### src/tpoac_pkg.sv
`timescale 1ns / 1ps
// ----------------------------------------------------------------------------
// tpoac_pkg
// Shared widths, pipeline depths and sideband types of the opening angle
// cosine block.
// ----------------------------------------------------------------------------
package tpoac_pkg;

    localparam int E_W         = 16;  // cluster energy
    localparam int P_W         = 16;  // cluster position
    localparam int D_W         = 17;  // per-axis difference
    localparam int PROD_W      = 34;  // signed product of two differences
    localparam int SQ_IN_W     = 34;  // squared length
    localparam int DOT_W       = 35;  // signed dot product
    localparam int MAG_W       = 34;  // dot product magnitude
    localparam int LEN_W       = 17;  // vector length
    localparam int DEN_W       = 34;  // product of the two lengths
    localparam int NUM_W       = 52;  // dividend and shifted divisor
    localparam int Q_W         = 17;  // quotient bits produced by the divider
    localparam int COS_W       = 16;  // Q1.15 cosine
    localparam int IDX_W       = 2;   // apex index
    localparam int FRAC_SHIFT  = 16;  // dot * 65536 in the rounded quotient

    localparam int SQRT_STAGES = LEN_W;
    localparam int DIV_STAGES  = Q_W + 1;

    localparam logic [IDX_W-1:0] APEX_0 = 2'd0;
    localparam logic [IDX_W-1:0] APEX_1 = 2'd1;
    localparam logic [IDX_W-1:0] APEX_2 = 2'd2;

    localparam logic signed [COS_W-1:0] COS_MAX = 16'sh7FFF;
    localparam logic signed [COS_W-1:0] COS_MIN = 16'sh8000;

    typedef struct packed {
        logic [IDX_W-1:0]        apex;
        logic signed [DOT_W-1:0] dot;
    } t_sq_side;

    typedef struct packed {
        logic [IDX_W-1:0] apex;
        logic             neg;
        logic             zero;
        logic [LEN_W-1:0] len1;
        logic [LEN_W-1:0] len2;
    } t_div_side;

endpackage

### src/tpoac_div.sv
`timescale 1ns / 1ps
// ----------------------------------------------------------------------------
// tpoac_div
// Pipelined restoring divider for the rounded cosine quotient.
// ----------------------------------------------------------------------------
module tpoac_div (
    input  logic                        i_clk,
    input  logic [tpoac_pkg::MAG_W-1:0] i_mag,
    input  logic [tpoac_pkg::DEN_W-1:0] i_den,
    output logic [tpoac_pkg::Q_W-1:0]   o_quot,
    output logic                        o_ovf
);
    import tpoac_pkg::*;

    logic [NUM_W-1:0] r_rem [DIV_STAGES];
    logic [DEN_W:0]   r_dvs [DIV_STAGES];
    logic [Q_W-1:0]   r_q   [DIV_STAGES];
    logic             r_ovf [DIV_STAGES];

    // Dividend is mag * 65536 + den and divisor is 2 * den, which rounds
    // the quotient to nearest with halves away from zero.
    logic [NUM_W-1:0] w_num;
    logic [DEN_W:0]   w_dvs;
    assign w_num = (NUM_W'(i_mag) << FRAC_SHIFT) + NUM_W'(i_den);
    assign w_dvs = {i_den, 1'b0};

    always_ff @(posedge i_clk) begin
        r_rem[0] <= w_num;
        r_dvs[0] <= w_dvs;
        r_q[0]   <= '0;
        r_ovf[0] <= w_num >= (NUM_W'(w_dvs) << Q_W);
    end

    genvar g;
    generate
        for (g = 1; g < DIV_STAGES; g++) begin : g_stage
            localparam int J = DIV_STAGES - 1 - g;
            logic [NUM_W-1:0] w_sub;
            assign w_sub = NUM_W'(r_dvs[g-1]) << J;

            always_ff @(posedge i_clk) begin
                r_dvs[g] <= r_dvs[g-1];
                r_ovf[g] <= r_ovf[g-1];
                if (r_rem[g-1] >= w_sub) begin
                    r_rem[g] <= r_rem[g-1] - w_sub;
                    r_q[g]   <= r_q[g-1] | (Q_W'(1) << J);
                end else begin
                    r_rem[g] <= r_rem[g-1];
                    r_q[g]   <= r_q[g-1];
                end
            end
        end
    endgenerate

    assign o_quot = r_q[DIV_STAGES-1];
    assign o_ovf  = r_ovf[DIV_STAGES-1];

endmodule

### config.mk
export PLATFORM = sky130hd
export DESIGN_NAME = tpoac_div
export DESIGN_NICKNAME = d
export VERILOG_FILES = /design/src/tpoac_pkg.sv /design/src/tpoac_div.sv
export SDC_FILE = /design/constraint.sdc
export NUM_CORES = 2
export LEC_CHECK = 0
export BUFFER_PORTS_ARGS = -buffer_cell sky130_fd_sc_hd__buf_2
export CAP_MARGIN = 20
export CORE_MARGIN = 5
export CORE_UTILIZATION = 58
export CTS_BUF_LIST = sky130_fd_sc_hd__clkbuf_16
export CTS_CLUSTER_DIAMETER = 50
export DETAILED_ROUTE_END_ITERATION = 8
export HOLD_SLACK_MARGIN = 0.08
export PLACE_DENSITY = 0.89
export SLEW_MARGIN = 0
export SYNTH_ARGS = -nofsm -noshare
export SYNTH_HDL_FRONTEND = slang
export SYNTH_SLANG_ARGS = --single-unit
### constraint.sdc
create_clock -name i_clk -period 3.6 [get_ports i_clk]
set_input_delay 0.18 -clock i_clk [delete_from_list [all_inputs] [get_ports i_clk]]
set_output_delay 0.18 -clock i_clk [all_outputs]
set_load 0.05 [all_outputs]
* Yosys cells after proc, flatten, opt, wreduce, memory -nomap -nowiden
Memories as Yosys holds them, arrays and structs flattened. Cells that the tools add are included.
Cells by class: mux-type cells 85, bitwise gates (word level) 34, order comparisons 18, $add $sub $neg 18
Operator list (count):
- 52-bit two-way mux | 17
- 17-bit two-way mux | 17
- 51-bit by 52-bit greater-or-equal comparator with 1-bit output | 1
- 52-bit by 35-bit greater-or-equal comparator with 1-bit output | 1
- 52-bit by 36-bit greater-or-equal comparator with 1-bit output | 1
- 52-bit by 37-bit greater-or-equal comparator with 1-bit output | 1
- 52-bit by 38-bit greater-or-equal comparator with 1-bit output | 1
- 52-bit by 39-bit greater-or-equal comparator with 1-bit output | 1
- 52-bit by 40-bit greater-or-equal comparator with 1-bit output | 1
- 52-bit by 41-bit greater-or-equal comparator with 1-bit output | 1
- 52-bit by 42-bit greater-or-equal comparator with 1-bit output | 1
- 52-bit by 43-bit greater-or-equal comparator with 1-bit output | 1
- 52-bit by 44-bit greater-or-equal comparator with 1-bit output | 1
- 52-bit by 45-bit greater-or-equal comparator with 1-bit output | 1
- 52-bit by 46-bit greater-or-equal comparator with 1-bit output | 1
- 52-bit by 47-bit greater-or-equal comparator with 1-bit output | 1
- 52-bit by 48-bit greater-or-equal comparator with 1-bit output | 1
- 52-bit by 49-bit greater-or-equal comparator with 1-bit output | 1
- 52-bit by 50-bit greater-or-equal comparator with 1-bit output | 1
- 52-bit by 51-bit greater-or-equal comparator with 1-bit output | 1
- 52-bit by 35-bit subtractor with 52-bit output | 1
- 52-bit by 36-bit subtractor with 52-bit output | 1
- 52-bit by 37-bit subtractor with 52-bit output | 1
- 52-bit by 38-bit subtractor with 52-bit output | 1
- other kinds (16) | 99
Storage, ports and cells: word-level logic and storage cells 159, bits in writable memories 1890, flip-flop bits (word level) 0, input bits 69, memories 4
Memories:
- r_rem | depth 18, width 52, read ports 17, clocked after Yosys merged registers in 0, wr ports 18, line tpoac_div.sv:15 | logic [NUM_W-1:0] r_rem [DIV_STAGES];
- r_dvs | depth 18, width 35, read ports 17, clocked after Yosys merged registers in 0, wr ports 18, line tpoac_div.sv:16 | logic [DEN_W:0] r_dvs [DIV_STAGES];
- r_q | depth 18, width 17, read ports 18, clocked after Yosys merged registers in 0, wr ports 18, line tpoac_div.sv:17 | logic [Q_W-1:0] r_q [DIV_STAGES];
- r_ovf | depth 18, width 1, read ports 18, clocked after Yosys merged registers in 0, wr ports 18, line tpoac_div.sv:18 | logic r_ovf [DIV_STAGES];

* Logic depth before layout (Yosys ltp)
An unclocked memory read counts as a cell.
word-level depth 5, mapped depth 20, depth with buffers taken out 20

* Least setup slack after synthesis
Ideal clock, no wire load.
path type in2reg, start point in i_mag[0] in the netlist's numbering, end point mem r_ovf[0], slack -121 ps, arrival 3587 ps, stages 18, required time 3466 ps, setup time 134 ps, cells stage by stage ha_1 inv_1 fa_1 nor2b_1 o21ai_0 a21bo_2 a2111oi_0 o41a_1 a31o_2 o21a_1 and3_1 xor2_1 ha_1 a21o_1 a21oi_1 nor2_1 a2111oi_0 a211oi_1
RTL lines:
- start, declared | line tpoac_div.sv:8 | input logic [tpoac_pkg::MAG_W-1:0] i_mag,
- end, declared | line tpoac_div.sv:18

==> metrics.yaml <==
outcome: "finished, violations left"
violations: "negative setup slack"
wl_mm: 210.4
p_per_area_mw_per_mm2: 952.0
firstDrtPassIters: 6
yosysMostFrequentCell: "dfxtp_1"
htreeDepth: 4
p_leak_nw: 38.60
multiInputGateArea_mm2: 0.04029
cp.required_ns: 4.28
avgSynthCellArea_um2: 8.730
synth_top_area_cell: "dfxtp_1"
max-vdd-ir-drop_v: 0.0006119
synth_cell_types: 96
hold_path_class: "input port to register"
place_area_mm2: 0.07788
cts_max_path_buffers: 3
hold_viol: 0
instances_no_fill: 10680
routabilityCongestion: 0.9791
die_x_um: 364.9
rsz0062_at_grt: "true"
grt_max_degree: 60
yosys_warnings: 0
synth_nets: 9080
worst_slack_ns: -0.08810
grt_pass1_wl_mm: 331.3
ys_async_sr_fraction_pct: 0
clockRootBuffer: "clkbuf_16"
fmax_mhz: 271.1
cts.clk_slew.worst_paths_ns: 0.06
drive_above_1_share_pct: 10.69
max_cap_viol_count: 0
start_kind: "input port"
dieArea_mm2: 0.1331
slew_headroom_pct: 46.83
synth_seq_cells: 1465
insertion_delay_ns: 0.82
overflow: 0
synthFlopType: "dfxtp_1"
fin_skew_ns: 0.05735
slowest_stage: "dlygate4sd3_1"
synth_top_area_share_pct: 40.15
synth_cells: 8366
cts_tree: "yes"
syn_to_final_growth_pct: 16.24
crit_arrival_ns: 4.37
dp_hpwl_mm: 162.5
vias: 63637
port_buffers: 86
post-route-min-period_ns: 3.688
first_global_vias: 63777
track_usage_pct: 30.81
cts.sinks: 1465
antenna_found_initial: 1
final_area_mm2: 0.08490
worstMarginPinSlew_ns: 0.7872
fin_util_pct: 67.70
design.core.area_mm2: 0.1254
cp_cell_sequence: "dlygate4sd3_1, buf_2, ha_1, nor2b_1, o21ai_1, a21bo_2, a2111oi_4, o41a_1, a31o_2, o21a_2, and3_1, xor2_1, ha_1, o21a_1, o21ai_0, nand2b_1, a21oi_1, nor3_1, o21ai_1, a211oi_1"
ff_latch_area_mm2: 0.02933
place_inst: 10255
ios: 87
syn_area_mm2: 0.07304
drt_drc_violations_left: 0
fillers: 9705
initial_core_util_pct: 58.24
antenna_cells: 0
yosys-top-cells-area: "dfxtp_1 (40%), ha_1 (11%), a21oi_1 (4.7%)"
post-route-period-util_pct: 102.4
viasPerCell: 5.959
critPathTopFamily: "compound AO/OA/AOI/OAI gates"
r2r_start: "r_rem[5][53]"
wl_per_cell_um: 19.70
ys_seq_area_share_pct: 40.15
cts-buffers-inserted: 166
setup_viol: 2
fin_tns_setup_ns: -0.09688
drtIter0Drc: 4812
synth_edf_count: 0
detail-route-antenna-nets: 0
synth_top_cells_by_count: "dfxtp_1 (1,465), nand2_1 (775), inv_1 (758)"
hold_path_startpoint: "i_den[16]"
setup.worst_path.start: "i_mag[2]"
cp-end-kind: "register"
crit_buf_inv: 2
slew_violations: 0
critical_path_class: "input port to register"
die_y_um: 364.9
worst-path-max-fanout: 5
finalNetCount: 9608
critical-path-max-stage-delay_ns: 0.57
num_rows: 130
==> state kept, by name, summed over array words and instances, names as in the netlist <==
register and cells:
r_rem 867, r_ovf 18, r_q 153, r_dvs 427
==> kinds of logic after synthesis <==
family | share of synthesized area [%]
and+or+nand+nor | 14.37
buffers and inverters | 5.247
muxes | 1.441
adders and majority gates | 11.22
DFF | 40.15
xor gates and xnor gates | 7.471
AOI/OAI and AO/OA | 20.09
==> where the power goes <==
part | leakage [nW] | switching, mW | total [mW] | internal, mW
sequential | 12.3 | 3.45 | 24.6 | 21.2
clock | 2.77 | 7.04 | 16.8 | 9.78
combinational | 23.5 | 22.5 | 39.4 | 16.9
total | 38.6 | 33.0 | 80.8 | 47.9
==> cells in the final DEF, fill, tap and decap left out, types with 20 or more instances in the layout <==
cell and n:
nor2b_1 75, clkinv_2 21, a21o_1 301, nor4_1 79
buf_4 383, mux2_2 81, nand3_1 108, o211ai_1 44
a31oi_1 77, or4_1 26, buf_2 86, a21oi_1 681
nand2_1 775, a211oi_1 65, o31a_1 20, o21a_1 81
o21ai_0 654, nand4_1 182, and3_1 64, or2_2 34
nand2b_1 84, o31ai_1 53, nor3_1 122, xor2_1 280
dfxtp_1 1465, dlygate4sd3_1 117, o21ai_1 20, xnor2_1 342
o21bai_1 88, a211o_1 24, nor2_1 430, clkinv_1 21
a21boi_0 22, inv_1 782, clkbuf_16 168, and2_1 36
and4_1 28, or3_1 46, ha_1 627
==> timing repair <==
action,4_1_cts,5_1_grt
resized for setup,2,70
pin swaps,0,11
buffers inserted,0,3
endpoints found under the hold margin,70,0
endpoints found under the setup margin,3,176
hold buffers,117,0
cloned,0,1
==> path summary, 6_finish.rpt <==
check	endpoint	slack [ns]	cells after the start
worst max register to register	r_rem[6][50]	-0.01	11
worst max-delay path	r_ovf[0]	-0.09	20
worst min register to register	r_q[16][9]	0.28	0
worst min-delay path	r_dvs[0][17]	0.15	3
==> through the flow <==
step	power [mW]	hold WS [ns]	setup slack, ns
final	80.83	0.1540	-0.08810
after global routing	85.98	0.1436	-0.1702
after CTS	80.02	0.09193	0.0002980
after detailed placement	62.59	0.3121	-0.4991
after global placement	61.73	0.3096	-0.5034
after floorplan	51.09	0.2077	0.02125
==> cell type report <==
type,count,share of cell area (%)
sequential,1465,34.54
inverter,760,3.360
clock inverter,136,1.562
timing repair buffer,604,5.692
multi-input combinational,5897,47.46
tap,1650,2.432
clock buffer,168,4.952
==> tightest hold or removal path: cells and delay by family <==
| kind | cells | cell delay, ns |
|---|---|---|
| buffers and inverters | 3 | 0.74 |
==> per-layer routing <==
metal  track usage [%]  wire, µm  vias to the layer above  share of wire, %
met5                 0        13                        -            0.0062
met4             19.79     15480                        2               7.4
met3             4.687     11470                      828               5.5
met2             56.51    105200                     2435                50
met1             32.99     78210                    29864                37
li1                  -         -                    30508                 -
Power figures use the tool's default switching activity.
