[config.mk]
export PLATFORM = sky130hd
export DESIGN_NAME = tpoac_isqrt
export DESIGN_NICKNAME = d
export VERILOG_FILES = /design/src/tpoac_pkg.sv /design/src/tpoac_isqrt.sv
export SDC_FILE = /design/constraint.sdc
export NUM_CORES = 1
export LEC_CHECK = 0
export ABC_CLOCK_PERIOD_IN_PS = 5400
export BUFFER_PORTS_ARGS = -buffer_cell sky130_fd_sc_hd__buf_4
export CAP_MARGIN = 20
export CORE_MARGIN = 5
export CORE_UTILIZATION = 25
export CTS_CLUSTER_DIAMETER = 30
export DETAILED_ROUTE_END_ITERATION = 10
export HOLD_SLACK_MARGIN = 0.15
export PLACE_DENSITY = 0.36
export SETUP_SLACK_MARGIN = 0.1
export SYNTH_ARGS = -nofsm -noshare
export SYNTH_HDL_FRONTEND = slang
export SYNTH_SLANG_ARGS = --single-unit
[constraint.sdc]
create_clock -name i_clk -period 5.4 [get_ports i_clk]
set_clock_uncertainty 0.05 [all_clocks]
set_input_delay 0.27 -clock i_clk [delete_from_list [all_inputs] [get_ports i_clk]]
set_output_delay 0.27 -clock i_clk [all_outputs]
set_load 0.1 [all_outputs]
[src/tpoac_pkg.sv]
`timescale 1ns / 1ps
// ----------------------------------------------------------------------------
// tpoac_pkg
// Shared widths, pipeline depths and sideband types of the opening angle
// cosine block.
// ----------------------------------------------------------------------------
package tpoac_pkg;

    localparam int E_W         = 16;  // cluster energy
    localparam int P_W         = 16;  // cluster position
    localparam int D_W         = 17;  // per-axis difference
    localparam int PROD_W      = 34;  // signed product of two differences
    localparam int SQ_IN_W     = 34;  // squared length
    localparam int DOT_W       = 35;  // signed dot product
    localparam int MAG_W       = 34;  // dot product magnitude
    localparam int LEN_W       = 17;  // vector length
    localparam int DEN_W       = 34;  // product of the two lengths
    localparam int NUM_W       = 52;  // dividend and shifted divisor
    localparam int Q_W         = 17;  // quotient bits produced by the divider
    localparam int COS_W       = 16;  // Q1.15 cosine
    localparam int IDX_W       = 2;   // apex index
    localparam int FRAC_SHIFT  = 16;  // dot * 65536 in the rounded quotient

    localparam int SQRT_STAGES = LEN_W;
    localparam int DIV_STAGES  = Q_W + 1;

    localparam logic [IDX_W-1:0] APEX_0 = 2'd0;
    localparam logic [IDX_W-1:0] APEX_1 = 2'd1;
    localparam logic [IDX_W-1:0] APEX_2 = 2'd2;

    localparam logic signed [COS_W-1:0] COS_MAX = 16'sh7FFF;
    localparam logic signed [COS_W-1:0] COS_MIN = 16'sh8000;

    typedef struct packed {
        logic [IDX_W-1:0]        apex;
        logic signed [DOT_W-1:0] dot;
    } t_sq_side;

    typedef struct packed {
        logic [IDX_W-1:0] apex;
        logic             neg;
        logic             zero;
        logic [LEN_W-1:0] len1;
        logic [LEN_W-1:0] len2;
    } t_div_side;

endpackage

[src/tpoac_isqrt.sv]
`timescale 1ns / 1ps
// ----------------------------------------------------------------------------
// tpoac_isqrt
// Pipelined integer square root, one root bit per register stage.
// ----------------------------------------------------------------------------
module tpoac_isqrt (
    input  logic                          i_clk,
    input  logic [tpoac_pkg::SQ_IN_W-1:0] i_value,
    output logic [tpoac_pkg::LEN_W-1:0]   o_root
);
    import tpoac_pkg::*;

    logic [SQ_IN_W-1:0] r_rem  [SQRT_STAGES];
    logic [LEN_W-1:0]   r_root [SQRT_STAGES];

    genvar g;
    generate
        for (g = 0; g < SQRT_STAGES; g++) begin : g_stage
            localparam int B = SQRT_STAGES - 1 - g;
            logic [SQ_IN_W-1:0] w_rem;
            logic [LEN_W-1:0]   w_root;
            logic [SQ_IN_W+1:0] w_trial;

            if (g == 0) begin : g_first
                assign w_rem  = i_value;
                assign w_root = '0;
            end else begin : g_next
                assign w_rem  = r_rem[g-1];
                assign w_root = r_root[g-1];
            end

            // The trial term is (2 * root + 2^B) * 2^B.
            assign w_trial = ({{(SQ_IN_W+1-LEN_W){1'b0}}, w_root, 1'b0}
                             + ((SQ_IN_W+2)'(1) << B)) << B;

            always_ff @(posedge i_clk) begin
                if ({2'b00, w_rem} >= w_trial) begin
                    r_rem[g]  <= w_rem - w_trial[SQ_IN_W-1:0];
                    r_root[g] <= w_root | (LEN_W'(1) << B);
                end else begin
                    r_rem[g]  <= w_rem;
                    r_root[g] <= w_root;
                end
            end
        end
    endgenerate

    assign o_root = r_root[SQRT_STAGES-1];

endmodule

---- Word level (Yosys, flattened, before mapping) ----
Memories as Yosys holds them, arrays and structs flattened.
Index checks and enable logic that the tools add are counted.
storage, ports and cells
  flip-flop bits (word level) ............. 0
  latch bits .............................. 0
  bits in writable memories ............... 867
  memory bits (read-only) ................. 0
  input bits .............................. 35
  output and inout bits ................... 17
  word-level logic and storage cells ...... 171
  memories kept ........................... 2
memory list
  memory  depth  width  rd ports  clocked after memory_dff  write ports  RTL line           RTL
  r_rem   17     34     16        0                         17           tpoac_isqrt.sv:13  logic [SQ_IN_W-1:0] r_rem [SQRT_STAGES];
  r_root  17     17     17        0                         17           tpoac_isqrt.sv:14  logic [LEN_W-1:0] r_root [SQRT_STAGES];
cells by class
  $add $sub $neg .......................... 33
  $mul .................................... 0
  divide/modulo/power cells ............... 0
  order comparisons ....................... 17
  equal/unequal tests ..................... 0
  shift operators ......................... 0
  mux-type cells .......................... 85
  bitwise gates (word level) .............. 34
  reduce and logical (&&, ||, !) cells .... 0
operators with widths
  kind                                                   count
  two-way mux 34 bit                                     17
  two-way mux 17 bit                                     17
  two-way mux 1 bit                                      51
  >= comparator 34 x 19 -> 1 bit                         1
  >= comparator 34 x 20 -> 1 bit                         1
  >= comparator 34 x 21 -> 1 bit                         1
  >= comparator 34 x 22 -> 1 bit                         1
  >= comparator 34 x 23 -> 1 bit                         1
  >= comparator 34 x 24 -> 1 bit                         1
  >= comparator 34 x 25 -> 1 bit                         1
  >= comparator 34 x 26 -> 1 bit                         1
  >= comparator 34 x 27 -> 1 bit                         1
  >= comparator 34 x 28 -> 1 bit                         1
  >= comparator 34 x 29 -> 1 bit                         1
  >= comparator 34 x 30 -> 1 bit                         1
  >= comparator 34 x 31 -> 1 bit                         1
  >= comparator 34 x 32 -> 1 bit                         1
  >= comparator 34 x 33 -> 1 bit                         1
  >= comparator 34 x 33 -> 1 bit, second input constant  1
  >= comparator 34 bit                                   1
  bitwise OR 1 bit                                       34
  subtractor 34 x 19 -> 34 bit                           1
  subtractor 34 x 20 -> 34 bit                           1
  subtractor 34 x 21 -> 34 bit                           1
  30 further kinds                                       30

---- Depth between registers and ports, before layout ----
Gate-level depths: netlist of run 1.
An unclocked memory read counts as a cell.
  depth in word-level cells ............... 6
  mapped depth ............................ 13
  gate-level depth less buffers ........... 10

---- Least setup slack after synthesis of run 1 ----
OpenSTA, ideal clock, no wires.
  path type ............................... register -> register
  start ................................... memory r_root[13][10]
  end ..................................... memory r_rem[14][19]
  setup time .............................. 0.115 ns
  data arrival time ....................... 2.554 ns
  slack ................................... 2.681 ns
  cell stages (with the launch flop) ...... 13
  clock period less this slack ............ 2.719 ns
  path through ............................ dfxtp_1 > inv_1 > ha_1 > clkbuf_1 > a21oi_1 > o21ai_1 > a2111oi_0 > a221oi_1 > o41ai_2 > nand3_1 > clkbuf_1 > buf_1 > o21a_1
RTL lines
  item             RTL line
  start, declared  tpoac_isqrt.sv:14
  end, declared    tpoac_isqrt.sv:13

==> results of run 1 <==
[critical path: cells and delay by family, from the launching register on]
kind | cells | cell delay [ns]
fa+ha+maj | 1 | 0.41
xor+xnor | 1 | 0.16
buf+inv | 2 | 0.44
flops | 1 | 0.32
compound gates | 6 | 1.72
simple gates | 1 | 0.35
[metal layers]
| layer | vias to the layer above | GRT usage, % |
|---|---|---|
| li1 | 9338 | - |
| met1 | 8645 | 13.1 |
| met2 | 311 | 21.3 |
| met3 | 142 | 2.74 |
| met4 | 0 | 5.31 |
| met5 | - | 0 |
[cell families (layout without fill, tap and decap cells)]
| logic type | count (synthesis) | after routing | synth area share, % |
|---|---|---|---|
| AO/OA/AOI/OAI | 455 | 455 | 11.1 |
| XOR/XNOR | 220 | 220 | 7.45 |
| adder cells (fa/ha/maj) | 166 | 166 | 8.03 |
| buffers and inverters | 244 | 617 | 3.64 |
| flip-flops | 697 | 697 | 53.9 |
| multiplexers | 29 | 29 | 1.24 |
| AND/OR/NAND/NOR | 713 | 713 | 14.6 |
[sequential cells by signal, summed over array words and instances, names as in the netlist]
register,flops
r_root,153
r_rem,544
[cell usage after synthesis, types with 6 or more instances]
cell type,instances,area (sq um)
xor2_1,105,920
nand4_1,41,257
nor2b_1,30,188
or3_1,18,113
o21bai_1,11,82.6
nand4b_1,7,61.3
ha_1,166,2080
a2111oi_0,12,105
o31ai_1,15,113
o41ai_1,6,52.6
or4_1,16,120
nand3_1,39,195
and2_1,9,56.3
mux2_2,20,225
nand3b_1,10,75.1
o21ai_0,116,581
nor4b_1,17,149
nand2b_1,36,225
inv_1,198,743
a211oi_1,14,105
nor2_1,176,661
clkbuf_1,32,120
o31a_1,7,61.3
nand2_1,128,480
a21oi_1,133,666
buf_2,9,45.0
dfxtp_1,697,14000
a31oi_1,6,37.5
o21a_1,42,315
mux2i_1,7,70.1
nor4_1,80,500
xnor2_1,115,1010
nor3b_1,6,45.0
o211ai_1,9,67.6
or2_2,9,56.3
a21o_1,40,300
nor3_1,65,325
[power groups by stage]
stage / clock network [mW] / registers, mW / logic [mW]
2_1_floorplan: 0 / 7.21 / 3.84
4_1_cts: 9.79 / 7.54 / 5.03
6_report: 9.53 / 7.49 / 4.97
3_5_place_dp: 0 / 7.63 / 4.96
3_3_place_gp: 0 / 7.64 / 4.94
5_1_grt: 10.1 / 7.66 / 5.63
[timing repair]
| action | in CTS | in global routing |
|---|---|---|
| endpoints found under the setup margin | 0 | 0 |
| hold buffers | 68 | 0 |
| hold endpoints to repair | 35 | 0 |
[final cells by class]
cell class,instances,area (sq um),share of cell area [%]
Sequential cell,697,14000,40.9
Tap cell,1380,1730,5.06
Timing Repair Buffer,134,1170,3.43
Clock buffer,201,4330,12.7
Multi-Input combinational cell,1583,11000,32.2
Clock inverter,84,1200,3.51
Inverter,198,743,2.18
[worst min-delay path by stage]
stage                     to         start  slack, ns
5_1_grt        r_root[0][16]   i_value[32]       0.22
2_1_floorplan    r_rem[0][0]    i_value[0]       0.25
6_report       r_root[0][16]   i_value[32]       0.25
3_3_place_gp    r_rem[11][0]  r_rem[10][0]       0.28
4_1_cts        r_root[0][16]   i_value[32]       0.17
3_5_place_dp    r_rem[8][13]  r_rem[7][13]       0.28
[per-stage QoR]
step	std cells	utilization (%)
global placement	3921	27.0
detailed placement	3923	27.0
floorplan	2524	-
global route	4277	33.1
CTS	4276	33.0
finish	4277	33.1
==> results.toml, run 1 <==
[worst_setup_path]
r2r_cells = 11
cp_data_required_time_ns = 6.00
crit_end = "r_rem[15][28]"
end_kind = "flop"
slowest_stage = "a21oi_1"
cp-startpoint = "r_root[14][4]"
crit_fanout = 31
cp.arrival_ns = 4.13
r2r_end = "r_rem[15][28]"
path_cells = "inv_1 -> ha_1 -> o21a_1 -> o31ai_1 -> a21oi_1 -> a31oi_1 -> o21ai_2 -> buf_4 -> o2111ai_1 -> nor4_1 -> xor2_1"
reg2reg_from = "r_root[14][4]"
rrSetupSlack_ns = 1.88
critPathKind = "flop to flop"
slowest_delay_ns = 0.44
start_kind = "flop"

[timing]
fin_tns_setup_ns = 0
hold_violations = 0
min_period_ns = 3.52
rsz0062_at_grt = "no"
max_slew_margin_pct = 27.8
setup_slack_ns = 1.88
finalSetupViolCount = 0
fmax_mhz = 284
timing.final.crit_share_pct = 65.3
hold_slack_ns = 0.247
report.final.slew_viol_count = 0
worst_pin_slew_ns = 1.07

[die]
rows = 118
coreArea_sq_um = 103000
start_util_pct = 25.1
dieWidth_microns = 332
dieArea_sq_um = 110000
die_y_microns = 332
io_pins = 52

[power_and_ir_drop]
seq_power_share_pct = 34.1
power_switching_mw = 6.83
combPwrFrac_pct = 22.6
power.share.switching_pct = 31.1
power.leakage_nw = 15.1
power_density_nw_per_um2 = 645
pwr-share-clk_pct = 43.3
total_power_mw = 22.0
p_int_mw = 15.2
ir_worst_vdd_uv = 296

[synth]
yosysWarningCount = 0
ys_seq_area_share_pct = 53.9
synth.distinct_cells = 79
syn_nets = 2725
ys.flop_type = "dfxtp_1"
synthCells = 2524
syn_area_sq_um = 25900
synth_edf_count = 0
ys_async_sr_fraction_pct = 0
syn_avg_cell_area_sq_um = 10.2
synth-seq-cells = 697

[clocking]
cts.sinks = 697
cts_setup_buffers = 0
cts.reportedPaths.clkPinSlew_ns = 0.04
ctsResizeCount = 0
cts-htree-levels = 4
cts_buffers = 156
root_buffer = "clkbuf_16"
clock_latency_ns = 0.73
cts_tree = "yes"
cts_buffer_depth = 3

[layout]
fillers = 10400
synthToLayoutAreaGrowth_pct = 31.9
antenna_cells = 0
nets = 2971
final_cell_mix = "dfxtp_1 (697), inv_1 (198), nor2_1 (175)"
fin_area_sq_um = 34100
drive_gt1_share_pct = 13.4
mostFrequentLayoutCell = "dfxtp_1"

[global_route]
grt-ovfl-total = 0
grt_pass1_vias = 19300
grt_first_pass_wirelength_microns = 104000
antenna_found_initial = 0
grt_usage_pct = 11.8
grt_max_degree = 39

[detailed_routing]
drc = 0
met3_wirelength_microns = 2350
firstDrtPassIters = 5
top_layer = "met4"
met1_length_microns = 27300
postRouteAntennaNets = 0
dr_wl_met2_microns = 33200
viasPerCell = 4.31
num_vias = 18400
drtIter0Drc = 782
routed_wl_microns = 64900
wl_per_cell_microns = 15.2

[place]
routabilityCongestion = 0.788
hpwl_microns = 50300
dpl_cell_area_sq_um = 27900
dp_slack_ns = 1.87
port_buffers = 51

[worst_hold_path]
hp-class = "input pin to flop"
hold_depth = 3

[run]
drv_cap = 0

[status]
status = "finished clean"
Note: power is estimated with default switching activity, not from simulation.
==> inputs of run 2 (changes only) <==
--- a/config.mk
+++ b/config.mk
@@ -5,7 +5,7 @@
 export SDC_FILE = /design/constraint.sdc
 export NUM_CORES = 1
 export LEC_CHECK = 0
-export ABC_CLOCK_PERIOD_IN_PS = 5400
+export ABC_CLOCK_PERIOD_IN_PS = 3170
 export BUFFER_PORTS_ARGS = -buffer_cell sky130_fd_sc_hd__buf_4
 export CAP_MARGIN = 20
 export CORE_MARGIN = 5
@@ -13,7 +13,7 @@
 export CTS_CLUSTER_DIAMETER = 30
 export DETAILED_ROUTE_END_ITERATION = 10
 export HOLD_SLACK_MARGIN = 0.15
-export PLACE_DENSITY = 0.36
+export PLACE_DENSITY = 0.37
 export SETUP_SLACK_MARGIN = 0.1
 export SYNTH_ARGS = -nofsm -noshare
 export SYNTH_HDL_FRONTEND = slang
==> constraint.sdc (replaced) <==
create_clock -name i_clk -period 3.17 [get_ports i_clk]
set_clock_uncertainty 0.05 [all_clocks]
set_input_delay 0.1585 -clock i_clk [delete_from_list [all_inputs] [get_ports i_clk]]
set_output_delay 0.1585 -clock i_clk [all_outputs]
set_load 0.1 [all_outputs]
==> run 2 against run 1 <==
  * Non-clock buffer count rose by 50
  * Final area rose by 1.4%
  * Hold slack improved by 0.019 ns
  * Combinational power rose by 77%
  * Die area did not move
  * Sequential cell count did not move
  * Wire length rose by 0.60%
  * Clock power rose by 70%
==> results.toml, run 2 (synthesis results as in run 1) <==
[clocking]
cts-htree-levels = 4
root_buffer = "clkbuf_16"
clock_latency_ns = 0.73
cts.reportedPaths.clkPinSlew_ns = 0.05
cts.sinks = 697
cts_tree = "yes"
cts_buffer_depth = 3
cts_buffers = 146

[die]
die_y_microns = 332
rows = 118
dieArea_sq_um = 110000
coreArea_sq_um = 103000
start_util_pct = 25.1
io_pins = 52
dieWidth_microns = 332

[timing]
fin_tns_setup_ns = 0
max_slew_margin_pct = 47.6
hold_slack_ns = 0.266
min_period_ns = 2.95
fmax_mhz = 339
timing.final.crit_share_pct = 93.1
hold_violations = 0
finalSetupViolCount = 0
worst_pin_slew_ns = 0.779
report.final.slew_viol_count = 0
rsz0062_at_grt = "yes"

[detailed_routing]
postRouteAntennaNets = 0
drtIter0Drc = 746
drc = 0
firstDrtPassIters = 5
num_vias = 18500
wl_per_cell_microns = 15.2
routed_wl_microns = 65300
viasPerCell = 4.29

[power_and_ir_drop]
pwr-share-clk_pct = 42.9
power_density_nw_per_um2 = 1090
power_switching_mw = 11.8
seq_power_share_pct = 33.8
power.leakage_nw = 15.3
p_int_mw = 26.0
combPwrFrac_pct = 23.3
ir_worst_vdd_uv = 457
power.share.switching_pct = 31.2

[layout]
multi_input_area_sq_um = 11100
largest_reg_flops = 544
fillers = 10400
antenna_cells = 0
regMostFlops = "r_rem"
fin_util_pct = 33.5
seqCellArea_sq_um = 14000
final_cell_mix = "dfxtp_1 (697), inv_1 (198), nor2_1 (175)"
mostFrequentLayoutCell = "dfxtp_1"
drive_gt1_share_pct = 15.2
reg_top3 = "r_rem: 544 flops, r_root: 153 flops"
synthToLayoutAreaGrowth_pct = 33.8
nets = 3011

[global_route]
antenna_found_initial = 0
grt_max_degree = 34
grt-ovfl-total = 0
grt_usage_pct = 11.8
grt_first_pass_wirelength_microns = 104000
grt_pass1_vias = 19400

[worst_setup_path]
cp.arrival_ns = 3.48
reg2reg_from = "r_rem[11][9]"
cp_data_required_time_ns = 3.70
critPathKind = "flop to flop"
end_kind = "flop"
crit_fanout = 6
rrSetupSlack_ns = 0.22
r2r_end = "r_rem[12][32]"
r2r_cells = 11
start_kind = "flop"

[place]
hpwl_microns = 50800
routabilityCongestion = 0.832
port_buffers = 51

[worst_hold_path]
hold_depth = 0
hp-class = "flop to flop"
holdPathEnd = "r_root[12][13]"
hold_path.startpoint = "r_root[11][13]"

[status]
status = "finished clean"

[run]
drv_cap = 0
run 2: cell count changes in the layout (fill, tap and decap cells not counted), sizes merged:
cell | before | now
clkinvlp | 12 | 20
dlygate4sd3 | 68 | 69
clkbuf | 202 | 172
buf | 65 | 115
inv | 207 | 211
clkinv | 47 | 37
bufinv | 16 | 25
run 2: routing by layer:
metal	GRT usage, %	wire (microns)	up-vias
met3	2.90	2470	160
met2	21.3	33200	332
met1	13.1	27200	8588
met5	0	0	-
li1	-	-	9409
met4	5.52	2490	0
run 2: per-stage QoR:
| stage | std cells | setup WS, ns | cell area [sq um] | power [mW] |
|---|---|---|---|---|
| 6_report | 4309 | 0.218 | 34600 | 37.8 |
| 5_1_grt | 4309 | 0.0659 | 34600 | 40.1 |
| 4_1_cts | 4307 | 0.104 | 34500 | 38.3 |
| 3_5_place_dp | 3971 | -0.166 | 28300 | 21.7 |
| 3_3_place_gp | 3969 | -0.0923 | 28300 | 21.7 |
| 2_1_floorplan | 2524 | 0.451 | 25900 | 18.8 |
run 2: worst max-delay path by stage:
stage                   startpoint  slack (ns)       endpoint  cells after the start
finish                r_rem[11][9]        0.22  r_rem[12][32]                     11
global route          r_rem[11][9]        0.07  r_rem[12][28]                     11
CTS                  r_root[11][9]        0.10  r_rem[12][33]                     13
detailed placement    r_rem[11][9]       -0.17  r_rem[12][32]                     11
global placement      r_rem[11][9]       -0.09  r_rem[12][33]                     13
floorplan           r_root[13][10]        0.45  r_rem[14][19]                     12
run 2: power by group through the flow:
| stage | logic [mW] | clock network (mW) | registers (mW) |
|---|---|---|---|
| after CTS | 8.86 | 16.6 | 12.9 |
| after floorplan | 6.54 | 0 | 12.3 |
| after global routing | 9.93 | 17.1 | 13.1 |
| final | 8.80 | 16.2 | 12.8 |
| after global placement | 8.63 | 0 | 13.0 |
| after detailed placement | 8.71 | 0 | 13.0 |
run 2: cell type report:
class,count,area share [%]
Inverter,198,2.15
Sequential cell,697,40.3
Clock buffer,172,11.2
Timing Repair Buffer,184,4.66
Multi-Input combinational cell,1583,32.2
Clock inverter,95,4.46
Tap cell,1380,4.99
run 2: timing repair:
item,in CTS,in global routing
endpoints found under the hold margin,35,0
pin swaps,2,5
setup buffers,0,2
setup endpoints to repair,19,46
hold buffers,69,0
resized for setup,11,16
run 2: worst max-delay path, stage by stage, from the launching register on:
cell and delay [ns]:
dfxtp_1 0.31, inv_1 0.09, ha_1 0.15, or4b_4 0.48, nor4_4 0.32, buf_4 0.16, o21ai_0 0.08, nand4_1 0.13
a41oi_2 0.07, or4b_4 0.60, nor3_1 0.19, xor2_1 0.19
